File: src/ycbrgb_pkg.sv
package ycbrgb_pkg;

    localparam int unsigned LUMA_COUNT = 4;

    typedef enum logic [1:0] {
        FMT_422_INTERLEAVED = 2'd0,
        FMT_420_PLANAR      = 2'd1,
        FMT_420_SEMI_CBCR   = 2'd2,
        FMT_420_SEMI_CRCB   = 2'd3
    } src_format_t;

    typedef enum logic {
        OUT_GRAY  = 1'b0,
        OUT_COLOR = 1'b1
    } out_color_t;

    typedef enum logic [0:0] {
        REG_SOURCE_FORMAT = 1'd0,
        REG_OUTPUT_COLOR  = 1'd1
    } reg_index_t;

    localparam int unsigned WR_DATA_W = 2;

    localparam logic [7:0] CHROMA_OFFSET = 8'd128;

    localparam logic signed [17:0] COEF_R_CR = 18'sd358;
    localparam logic signed [17:0] COEF_G_CB = 18'sd88;
    localparam logic signed [17:0] COEF_G_CR = 18'sd182;
    localparam logic signed [17:0] COEF_B_CB = 18'sd453;

    localparam logic [7:0] PIXEL_MAX = 8'd255;

    typedef struct packed {
        logic [7:0] luma_0;
        logic [7:0] luma_1;
        logic [7:0] luma_2;
        logic [7:0] luma_3;
        logic [7:0] chroma_first;
        logic [7:0] chroma_second;
    } in_item_t;

    typedef struct packed {
        logic [7:0] red;
        logic [7:0] green;
        logic [7:0] blue;
        logic [7:0] gray;
        logic [1:0] slot;
        logic       last;
    } out_item_t;

    typedef struct packed {
        logic [LUMA_COUNT-1:0][7:0] luma;
        logic signed [8:0]          off_r;
        logic signed [8:0]          off_g;
        logic signed [8:0]          off_b;
        logic                       color;
        logic                       four_px;
    } group_t;

    function automatic logic [7:0] clamp_add(input logic [7:0] y, input logic signed [8:0] off);
        logic signed [9:0] sum;
        logic [7:0]        res;
        sum = $signed({2'b00, y}) + 10'(off);
        if (sum < 10'sd0)
        begin
            res = 8'd0;
        end
        else if (sum > $signed({2'b00, PIXEL_MAX}))
        begin
            res = PIXEL_MAX;
        end
        else
        begin
            res = sum[7:0];
        end
        return res;
    endfunction

endpackage

File: src/ycbrgb_ifs.sv
interface ycbrgb_in_if;
    logic                 valid;
    logic                 ready;
    ycbrgb_pkg::in_item_t payload;

    modport source (output valid, output payload, input ready);
    modport sink (input valid, input payload, output ready);
endinterface

interface ycbrgb_out_if;
    logic                  valid;
    logic                  ready;
    ycbrgb_pkg::out_item_t payload;

    modport source (output valid, output payload, input ready);
    modport sink (input valid, input payload, output ready);
endinterface

File: src/ycbrgb_serial.sv
module ycbrgb_serial (
    input  logic                clk,
    input  logic                rst_n,
    input  logic                grp_valid,
    input  ycbrgb_pkg::group_t  grp,
    output logic                grp_ready,
    ycbrgb_out_if.source        pixels
);

    logic               s3_valid_reg;
    logic               s3_valid_next;
    ycbrgb_pkg::group_t s3_grp_reg;
    logic [1:0]         idx_reg;
    logic [1:0]         idx_next;

    logic                  o_valid_reg;
    logic                  o_valid_next;
    ycbrgb_pkg::out_item_t o_data_reg;
    ycbrgb_pkg::out_item_t o_data_next;

    logic       o_load;
    logic       emit;
    logic       last_px;
    logic       take;
    logic [7:0] y_sel;

    assign o_load  = !o_valid_reg || pixels.ready;
    assign emit    = s3_valid_reg && o_load;
    assign last_px = s3_grp_reg.four_px ? (idx_reg == 2'd3) : (idx_reg == 2'd1);
    assign take    = !s3_valid_reg || (emit && last_px);
    assign y_sel   = s3_grp_reg.luma[idx_reg];

    assign grp_ready      = take;
    assign pixels.valid   = o_valid_reg;
    assign pixels.payload = o_data_reg;

    always_comb
    begin
        s3_valid_next = s3_valid_reg;
        idx_next      = idx_reg;
        if (take)
        begin
            s3_valid_next = grp_valid;
            idx_next      = 2'd0;
        end
        else if (emit)
        begin
            idx_next = idx_reg + 2'd1;
        end
    end

    always_comb
    begin
        o_valid_next = o_load ? s3_valid_reg : o_valid_reg;
        o_data_next  = o_data_reg;
        if (emit)
        begin
            o_data_next.gray = y_sel;
            o_data_next.slot = idx_reg;
            o_data_next.last = last_px;
            if (s3_grp_reg.color == ycbrgb_pkg::OUT_COLOR)
            begin
                o_data_next.red   = ycbrgb_pkg::clamp_add(y_sel, s3_grp_reg.off_r);
                o_data_next.green = ycbrgb_pkg::clamp_add(y_sel, s3_grp_reg.off_g);
                o_data_next.blue  = ycbrgb_pkg::clamp_add(y_sel, s3_grp_reg.off_b);
            end
            else
            begin
                o_data_next.red   = y_sel;
                o_data_next.green = y_sel;
                o_data_next.blue  = y_sel;
            end
        end
    end

    always_ff @(posedge clk or negedge rst_n)
    begin
        if (!rst_n)
        begin
            s3_valid_reg <= 1'b0;
            idx_reg      <= 2'd0;
            o_valid_reg  <= 1'b0;
        end
        else
        begin
            s3_valid_reg <= s3_valid_next;
            idx_reg      <= idx_next;
            o_valid_reg  <= o_valid_next;
        end
    end

    always_ff @(posedge clk)
    begin
        if (take && grp_valid)
        begin
            s3_grp_reg <= grp;
        end
        o_data_reg <= o_data_next;
    end

    a_two_slots_422: assert property (@(posedge clk) disable iff (!rst_n)
        s3_valid_reg && !s3_grp_reg.four_px |-> idx_reg <= 2'd1)
        else $error("4:2:2 group reached a bottom-row slot");

    a_emit_fills_out: assert property (@(posedge clk) disable iff (!rst_n)
        emit |=> o_valid_reg)
        else $error("emitted pixel did not reach the output register");

    a_slot_advance: assert property (@(posedge clk) disable iff (!rst_n)
        emit && !last_px |=> s3_valid_reg && idx_reg == 2'($past(idx_reg) + 2'd1))
        else $error("pixel slot did not advance after a transaction");

endmodule

File: src/ycbcr_block_to_rgb_core.sv
// An input group is registered in turn at capture, multiply, serializer, output.
// A group yields two pixels in 4:2:2 and four in 4:2:0 on the single pixel output
// channel, one pixel per cycle unless pixels.ready stalls; later groups queue up.
// Stages: input capture, chroma multiply, pixel serializer, clamp and output register.
// Reset: asynchronous active low; empties the pipeline, format 4:2:2, color output.
module ycbcr_block_to_rgb_core (
    input  logic                              clk,
    input  logic                              rst_n,
    input  logic                              wr_en,
    input  logic [0:0]                        wr_index,
    input  logic [ycbrgb_pkg::WR_DATA_W-1:0]  wr_data,
    ycbrgb_in_if.sink                         samples,
    ycbrgb_out_if.source                      pixels
);

    ycbrgb_pkg::src_format_t source_format_reg;
    ycbrgb_pkg::src_format_t source_format_next;
    ycbrgb_pkg::out_color_t  output_color_reg;
    ycbrgb_pkg::out_color_t  output_color_next;

    logic                    s1_valid_reg;
    logic                    s1_valid_next;
    logic [3:0][7:0]         s1_luma_reg;
    logic signed [7:0]       s1_cb_reg;
    logic signed [7:0]       s1_cr_reg;
    logic                    s1_color_reg;
    logic                    s1_four_reg;

    logic                    s2_valid_reg;
    logic                    s2_valid_next;
    ycbrgb_pkg::group_t      s2_grp_reg;
    ycbrgb_pkg::group_t      s2_grp_next;

    logic                    s1_ready;
    logic                    s2_ready;
    logic                    grp_ready;
    logic                    in_fire;
    logic signed [7:0]       c1;
    logic signed [7:0]       c2;
    logic signed [17:0]      prod_r;
    logic signed [17:0]      prod_g;
    logic signed [17:0]      prod_b;

    always_comb
    begin
        source_format_next = source_format_reg;
        output_color_next  = output_color_reg;
        if (wr_en)
        begin
            unique case (wr_index)
                ycbrgb_pkg::REG_SOURCE_FORMAT:
                    source_format_next = ycbrgb_pkg::src_format_t'(wr_data[1:0]);
                ycbrgb_pkg::REG_OUTPUT_COLOR:
                    output_color_next = ycbrgb_pkg::out_color_t'(wr_data[0]);
                default: ;
            endcase
        end
    end

    assign s2_ready      = !s2_valid_reg || grp_ready;
    assign s1_ready      = !s1_valid_reg || s2_ready;
    assign samples.ready = s1_ready;
    assign in_fire       = samples.valid && s1_ready;

    assign c1 = $signed(samples.payload.chroma_first ^ ycbrgb_pkg::CHROMA_OFFSET);
    assign c2 = $signed(samples.payload.chroma_second ^ ycbrgb_pkg::CHROMA_OFFSET);

    assign s1_valid_next = s1_ready ? samples.valid : s1_valid_reg;
    assign s2_valid_next = s2_ready ? s1_valid_reg : s2_valid_reg;

    assign prod_r = 18'(s1_cr_reg) * ycbrgb_pkg::COEF_R_CR;
    assign prod_g = 18'(s1_cb_reg) * ycbrgb_pkg::COEF_G_CB
                  + 18'(s1_cr_reg) * ycbrgb_pkg::COEF_G_CR;
    assign prod_b = 18'(s1_cb_reg) * ycbrgb_pkg::COEF_B_CB;

    always_comb
    begin
        s2_grp_next.luma    = s1_luma_reg;
        s2_grp_next.off_r   = prod_r[16:8];
        s2_grp_next.off_g   = -prod_g[16:8];
        s2_grp_next.off_b   = prod_b[16:8];
        s2_grp_next.color   = s1_color_reg;
        s2_grp_next.four_px = s1_four_reg;
    end

    always_ff @(posedge clk or negedge rst_n)
    begin
        if (!rst_n)
        begin
            source_format_reg <= ycbrgb_pkg::FMT_422_INTERLEAVED;
            output_color_reg  <= ycbrgb_pkg::OUT_COLOR;
            s1_valid_reg      <= 1'b0;
            s2_valid_reg      <= 1'b0;
        end
        else
        begin
            source_format_reg <= source_format_next;
            output_color_reg  <= output_color_next;
            s1_valid_reg      <= s1_valid_next;
            s2_valid_reg      <= s2_valid_next;
        end
    end

    always_ff @(posedge clk)
    begin
        if (in_fire)
        begin
            s1_luma_reg[0] <= samples.payload.luma_0;
            s1_luma_reg[1] <= samples.payload.luma_1;
            s1_luma_reg[2] <= samples.payload.luma_2;
            s1_luma_reg[3] <= samples.payload.luma_3;
            s1_color_reg   <= (output_color_reg == ycbrgb_pkg::OUT_COLOR);
            s1_four_reg    <= (source_format_reg != ycbrgb_pkg::FMT_422_INTERLEAVED);
            if (source_format_reg == ycbrgb_pkg::FMT_420_SEMI_CRCB)
            begin
                s1_cb_reg <= c2;
                s1_cr_reg <= c1;
            end
            else
            begin
                s1_cb_reg <= c1;
                s1_cr_reg <= c2;
            end
        end
        if (s2_ready && s1_valid_reg)
        begin
            s2_grp_reg <= s2_grp_next;
        end
    end

    ycbrgb_serial u_serial (
        .clk       (clk),
        .rst_n     (rst_n),
        .grp_valid (s2_valid_reg),
        .grp       (s2_grp_reg),
        .grp_ready (grp_ready),
        .pixels    (pixels)
    );

endmodule
File: src/flat_wrapper.sv
// flat-port wrapper written by rule: the top's interface ports become plain ports
module ycbcr_block_to_rgb_core_flat 
  (clk, rst_n, wr_en, wr_index, wr_data, samples_valid, samples_payload, samples_ready, pixels_valid, pixels_payload, pixels_ready);
  ycbrgb_in_if samples_i ();
  ycbrgb_out_if pixels_i ();
  input  logic clk;
  input  logic rst_n;
  input  logic wr_en;
  input  logic [0:0] wr_index;
  input  logic [ycbrgb_pkg::WR_DATA_W-1:0] wr_data;
  input wire logic [$bits(samples_i.valid)-1:0] samples_valid;
  input wire logic [$bits(samples_i.payload)-1:0] samples_payload;
  output wire logic [$bits(samples_i.ready)-1:0] samples_ready;
  output wire logic [$bits(pixels_i.valid)-1:0] pixels_valid;
  output wire logic [$bits(pixels_i.payload)-1:0] pixels_payload;
  input wire logic [$bits(pixels_i.ready)-1:0] pixels_ready;
  assign samples_i.valid = samples_valid;
  assign samples_i.payload = samples_payload;
  assign samples_ready = samples_i.ready;
  assign pixels_valid = pixels_i.valid;
  assign pixels_payload = pixels_i.payload;
  assign pixels_i.ready = pixels_ready;
  ycbcr_block_to_rgb_core u_core (.clk(clk), .rst_n(rst_n), .wr_en(wr_en), .wr_index(wr_index), .wr_data(wr_data), .samples(samples_i), .pixels(pixels_i));
endmodule
File: config.mk
export PLATFORM = sky130hd
export DESIGN_NAME = ycbcr_block_to_rgb_core_flat
export DESIGN_NICKNAME = d
export VERILOG_FILES = /design/src/ycbrgb_pkg.sv /design/src/ycbrgb_ifs.sv /design/src/ycbrgb_serial.sv /design/src/ycbcr_block_to_rgb_core.sv /design/src/flat_wrapper.sv
export SDC_FILE = /design/constraint.sdc
export NUM_CORES = 1
export LEC_CHECK = 0
export BUFFER_PORTS_ARGS = -buffer_cell sky130_fd_sc_hd__buf_2
export CORE_ASPECT_RATIO = 1.25
export CORE_MARGIN = 3
export CORE_UTILIZATION = 60
export DETAILED_ROUTE_END_ITERATION = 8
export GPL_TIMING_DRIVEN = 0
export PLACE_DENSITY = 0.79
export SLEW_MARGIN = 10
export SYNTH_ARGS = -nofsm -noshare
export SYNTH_HDL_FRONTEND = slang
export SYNTH_SLANG_ARGS = --single-unit
export TNS_END_PERCENT = 5
File: constraint.sdc
create_clock -name clk -period 7.1 [get_ports clk]
set_input_delay 1.065 -clock clk [delete_from_list [all_inputs] [get_ports clk]]
set_output_delay 1.065 -clock clk [all_outputs]
set_load 0.01 [all_outputs]
Word level (Yosys, flattened, before mapping)
Cells that the tools add are included.
{"block": "word_totals", "regBits": 216, "in_bits": 56, "output_inout_bits": 37}
{"block": "op_classes", "add_sub_neg": 6, "mul": 4, "n_lt_le_gt_ge": 7, "eq_ne": 3, "muxes": 14, "bitwise": 3, "n_reduce_logical": 17}
{"cell": "8-bit 2-to-1 mux", "count": 9}
{"cell": "9-bit by 9-bit adder with 10-bit output", "count": 3}
{"cell": "10-bit by 9-bit > comparator with 1-bit output (second input constant)", "count": 3}
{"cell": "10-bit by 1-bit < comparator with 1-bit output (second input constant)", "count": 3}
{"cell": "24-bit 2-to-1 mux", "count": 1}
{"cell": "17-bit adder", "count": 1}
{"cell": "8-bit by 10-bit multiplier with 17-bit output (second input constant)", "count": 1}
{"cell": "8-bit binary-select mux with 2-bit select", "count": 1}
{"cell": "8-bit by 8-bit multiplier with 16-bit output (second input constant)", "count": 1}
{"cell": "8-bit by 9-bit multiplier with 16-bit output (second input constant)", "count": 1}
{"cell": "8-bit by 5-bit multiplier with 13-bit output (second input constant)", "count": 1}
{"cell": "9-bit negation", "count": 1}
{"cell": "1-bit logical AND", "count": 5}
{"cell": "2-bit equality test (second input constant)", "count": 2}
{"cell": "1-bit zero test", "count": 4}
{"cell": "1-bit logical OR", "count": 4}
{"cell": "2-bit 2-to-1 mux", "count": 2}
{"cell": "2-bit AND reduction", "count": 2}
{"cell": "2-bit nonzero test", "count": 2}
{"cell": "2-bit by 3-bit < comparator with 1-bit output (second input constant)", "count": 1}
{"cell": "1-bit inverter", "count": 3}
{"cell": "2-bit by 1-bit adder with 2-bit output (second input constant)", "count": 1}
{"cell": "2-bit by 1-bit equality test with 1-bit output (second input constant)", "count": 1}
{"cell": "1-bit 2-to-1 mux", "count": 1}

Depth between registers and ports, before layout
{"block": "depth", "depth_word": 8, "depth_mapped": 26, "ltp_nobuf": 25}

By module
A second synthesis with hierarchy kept.
{"block": "hier_totals", "cells_unflattened": 1083, "hier_area_um2": 13486.7}
{"mod": "ycbcr_block_to_rgb_core", "n_inst": 1, "cells_per_inst": 711, "area_each_um2": 8503.2}
{"mod": "ycbrgb_serial", "n_inst": 1, "cells_per_inst": 372, "area_each_um2": 4983.5}

Worst setup path before layout
No wires, ideal clock.
{"block": "synth_path", "path_type": "reg2reg", "startpoint": "register u_core.s1_cr_reg[0]", "endpoint": "register u_core.s2_grp_reg[19] in the netlist's numbering, data pin", "setup_ps": 262, "t_arrival_ps": 5175, "required_time_ps": 6838, "slack_ps": 1663, "path_stages_with_launch": 24, "synth_period_minus_slack_ps": 5437, "path_cell_list": "edfxtp_1 ha_1 fa_1 ha_1 inv_1 fa_1 inv_1 ha_1 nor2b_1 o21a_1 o21ai_0 nand2b_1 a211oi_1 nor2_1 ha_1 clkbuf_1 a21oi_1 nor2b_1 a41o_1 o41a_1 or4_1 o21ai_0 o2111ai_1 xnor2_1"}
{"item": "from (decl)", "line_no": "ycbcr_block_to_rgb_core.sv:25", "source": "logic signed [7:0] s1_cr_reg;"}
{"item": "from (signal assigned)", "line_no": "ycbcr_block_to_rgb_core.sv:117", "source": "s1_cr_reg <= c1;"}
{"item": "from (signal assigned)", "line_no": "ycbcr_block_to_rgb_core.sv:122", "source": "s1_cr_reg <= c2;"}
{"item": "to (signal assigned)", "line_no": "ycbcr_block_to_rgb_core.sv:127", "source": "s2_grp_reg <= s2_grp_next;"}
{"item": "to (decl)", "line_no": "ycbcr_block_to_rgb_core.sv:31", "source": "ycbrgb_pkg::group_t s2_grp_reg;"}

==> results.yml <==
status:
  status: "complete, no violations"
grt:
  gr-usage-all-layers_pct: 19.5
  antenna_found_initial: 0
  first_global_vias: 7726
  grt_max_degree: 62
  gr-total-overflow: 0
  grt_pass1_wl_microns: 36300
clock_network:
  numCtsBuffers: 22
  clock_sinks: 216
  cts_hold_buf: 0
  insertion_delay_ns: 0.50
  clockBufferDepth: 3
  clkTransAtPathRegs_ns: 0.06
  cts_tree: "yes"
  htree_levels: 1
  root_buffer: "clkbuf_16"
  post_cts_buffers: 0
  cts_resized: 0
synthesis:
  synthArstFlopShare_pct: 4.17
  synthFlopType: "edfxtp_1"
  yosys_register_bits: 216
  post_synth.cell_area_avg_sq_um: 12.8
  synth_top_area_cell: "edfxtp_1"
  ys_seq_area_share_pct: 50.0
  synth_fp_nets: 1269
  synthCells: 1007
  synth_edf_count: 207
  ys_warn_count: 0
  yosys.cell_types.count: 57
  ys_top_cells_by_count: "edfxtp_1 (207), inv_1 (159), ha_1 (154), nor2_1 (69), xnor2_1 (53)"
  synth_top_area_share_pct: 48.3
  synth.area.top_cells: "edfxtp_1 (48%), ha_1 (15%), fa_1 (8.1%), inv_1 (4.6%), xnor2_1 (3.6%)"
  synth.most_common_cell: "edfxtp_1"
  synth_area_sq_mm: 0.0129
die:
  die_w_microns: 137
  rows: 59
  core-area_sq_mm: 0.0210
  dieArea_sq_mm: 0.0233
  die_h_microns: 170
  start_util_pct: 61.4
  io_pins: 93
sta:
  setup_viol: 0
  final_max_slew_viol_count: 0
  worst_slack_ns: 1.04
  min_period_over_period_pct: 85.4
  fmax_mhz: 165
  worstMarginPinSlew_ns: 1.03
  clock_skew_ns: 0.0125
  fin_hold_ws_ns: 0.414
  slew-limit-headroom_pct: 30.5
  period_needed_ns: 6.06
  hold_viol: 0
  rsz0062_at_grt: "false"
  tns_ns: 0
finish:
  finalNetCount: 1388
  area_growth_pct: 12.3
  fillers: 1467
  antennaDiodeCount: 0
  drive_gt1_share_pct: 14.7
worst_setup_path:
  rr_startpoint: "u_core.s1_cr_reg[0]"
  r2r_slack_ns: 1.04
  path_delay_family: "adder cells"
  cp.arrival_ns: 6.31
  startpoint_type: "flip-flop"
  path_common_cell: "ha_1"
  crit_cells: 23
  path_class: "flip-flop to flip-flop"
  critPathCaptureType: "flip-flop"
  cp_num_buf_inv: 3
  cp_slowest_stage_delay_ns: 0.60
  reg2reg_to: "u_core.s2_grp_reg[18]"
  worstPathCellList: "ha_1 -> fa_1 -> ha_1 -> inv_1 -> fa_1 -> inv_1 -> ha_1 -> nor2b_1 -> o21a_1 -> o21ai_0 -> nand2b_1 -> a211oi_1 -> nor2_1 -> ha_1 -> clkbuf_1 -> a21oi_1 -> nor2b_1 -> a41o_1 -> o41ai_1 -> nand2b_1 -> o31a_1 -> o221ai_1 -> xnor2_1"
  ff2ff_path_depth: 23
  path_max_fanout: 8
  required_ns: 7.35
  critPathSlowestCell: "o41ai_1"
detailed_routing:
  routed_wl_microns: 21900
  route.vias.total: 7597
  vias_per_cell: 5.37
  ant_nets: 0
  first_pass_iters: 5
  drcViolationCount: 0
  drtIter0Drc: 320
  wl_per_cell_microns: 15.5
place:
  gp_congestion: 0.884
  place_ws_ns: 1.08
  dp_hpwl_microns: 17100
  io_buffers: 92
worst_hold_path:
  min_path_cells: 0
  min_from: "u_core.s2_grp_reg[37]"
  min_to: "u_core.u_serial.s3_grp_reg[37]"
  hold_class: "flip-flop to flip-flop"
run:
  maxCapViolations: 0
==> worst register-to-register path, cell delays in order, from the launching register on <==
cell and delay, ns:
edfxtp_1 0.50, ha_1 0.34, fa_1 0.46, ha_1 0.29, inv_1 0.05, fa_1 0.54, inv_1 0.04, ha_1 0.33
nor2b_1 0.15, o21a_1 0.17, o21ai_0 0.22, nand2b_1 0.08, a211oi_1 0.23, nor2_1 0.07, ha_1 0.29, clkbuf_1 0.21
a21oi_1 0.21, nor2b_1 0.06, a41o_1 0.27, o41ai_1 0.60, nand2b_1 0.11, o31a_1 0.27, o221ai_1 0.21, xnor2_1 0.09
==> cell type report <==
class | count | area, sq um | area share [%]
Buffer | 9 | 33.8 | 0.234
Clock buffer | 29 | 587 | 4.06
Clock inverter | 10 | 113 | 0.779
Inverter | 159 | 597 | 4.13
Multi-Input combinational cell | 623 | 5810 | 40.2
Sequential cell | 216 | 6440 | 44.6
Tap cell | 274 | 343 | 2.37
Timing Repair Buffer | 95 | 528 | 3.65
==> cell families after synthesis <==
logic type,share of synthesized area [%]
AO/OA/AOI/OAI,7.47
XOR/XNOR,4.97
adder cells (fa/ha/maj),23.1
buffers and inverters,4.90
flip-flops,50.0
multiplexers,3.29
AND/OR/NAND/NOR,6.28
==> worst max path at each step <==
| stage | start | to |
|---|---|---|
| 4_1_cts | u_core.s1_cr_reg[0] | u_core.s2_grp_reg[18] |
| 3_3_place_gp | u_core.s1_cr_reg[0] | u_core.s2_grp_reg[18] |
| 6_report | u_core.s1_cr_reg[0] | u_core.s2_grp_reg[18] |
| 5_1_grt | u_core.s1_cr_reg[6] | u_core.s2_grp_reg[18] |
| 2_1_floorplan | u_core.s1_cr_reg[0] | u_core.s2_grp_reg[19] |
| 3_5_place_dp | u_core.s1_cr_reg[0] | u_core.s2_grp_reg[18] |
==> cell usage in the layout (no fill, tap or decap), types with 4 or more instances in the layout <==
master     Yosys  routed
nand2b_1      24      24
o21bai_1      13      13
nor3_1         9       9
nand2_1       26      26
o41a_1         4       4
mux2_2        18      18
o21ai_0       37      37
xor2_1        20      20
clkbuf_16      0      22
or2_2          5       5
o21a_1         9       9
nor2_1        69      69
xnor2_1       53      53
nor2b_1       13      12
clkbuf_1       8      14
edfxtp_1     207     207
dfrtp_1        8       8
mux4_2         8       8
nand4_1        4       4
fa_1          52      52
ha_1         154     154
buf_2          0      92
mux2i_1        4       4
a21oi_1       35      35
inv_1        159     159
nand3_1        5       5
a21o_1        13      13
==> layer usage <==
| layer | GRT usage [%] | vias to the layer above | routed length (microns) |
|---|---|---|---|
| li1 | - | 3756 | - |
| met2 | 35.0 | 167 | 11300 |
| met1 | 24.4 | 3623 | 9030 |
| met3 | 2.28 | 51 | 892 |
| met5 | 0 | - | 0 |
| met4 | 6.42 | 0 | 651 |
==> through the flow <==
stage	instances	utilization [%]	area, sq um
floorplan	1007	-	12900
global placement	1373	65.2	13700
detailed placement	1376	65.6	13800
CTS	1415	68.9	14500
global route	1415	69.0	14500
finish	1415	69.0	14500
Power is left out: the tool's default activity adds up to more than one toggle a clock period on the data nets, which glitch-free logic cannot reach.
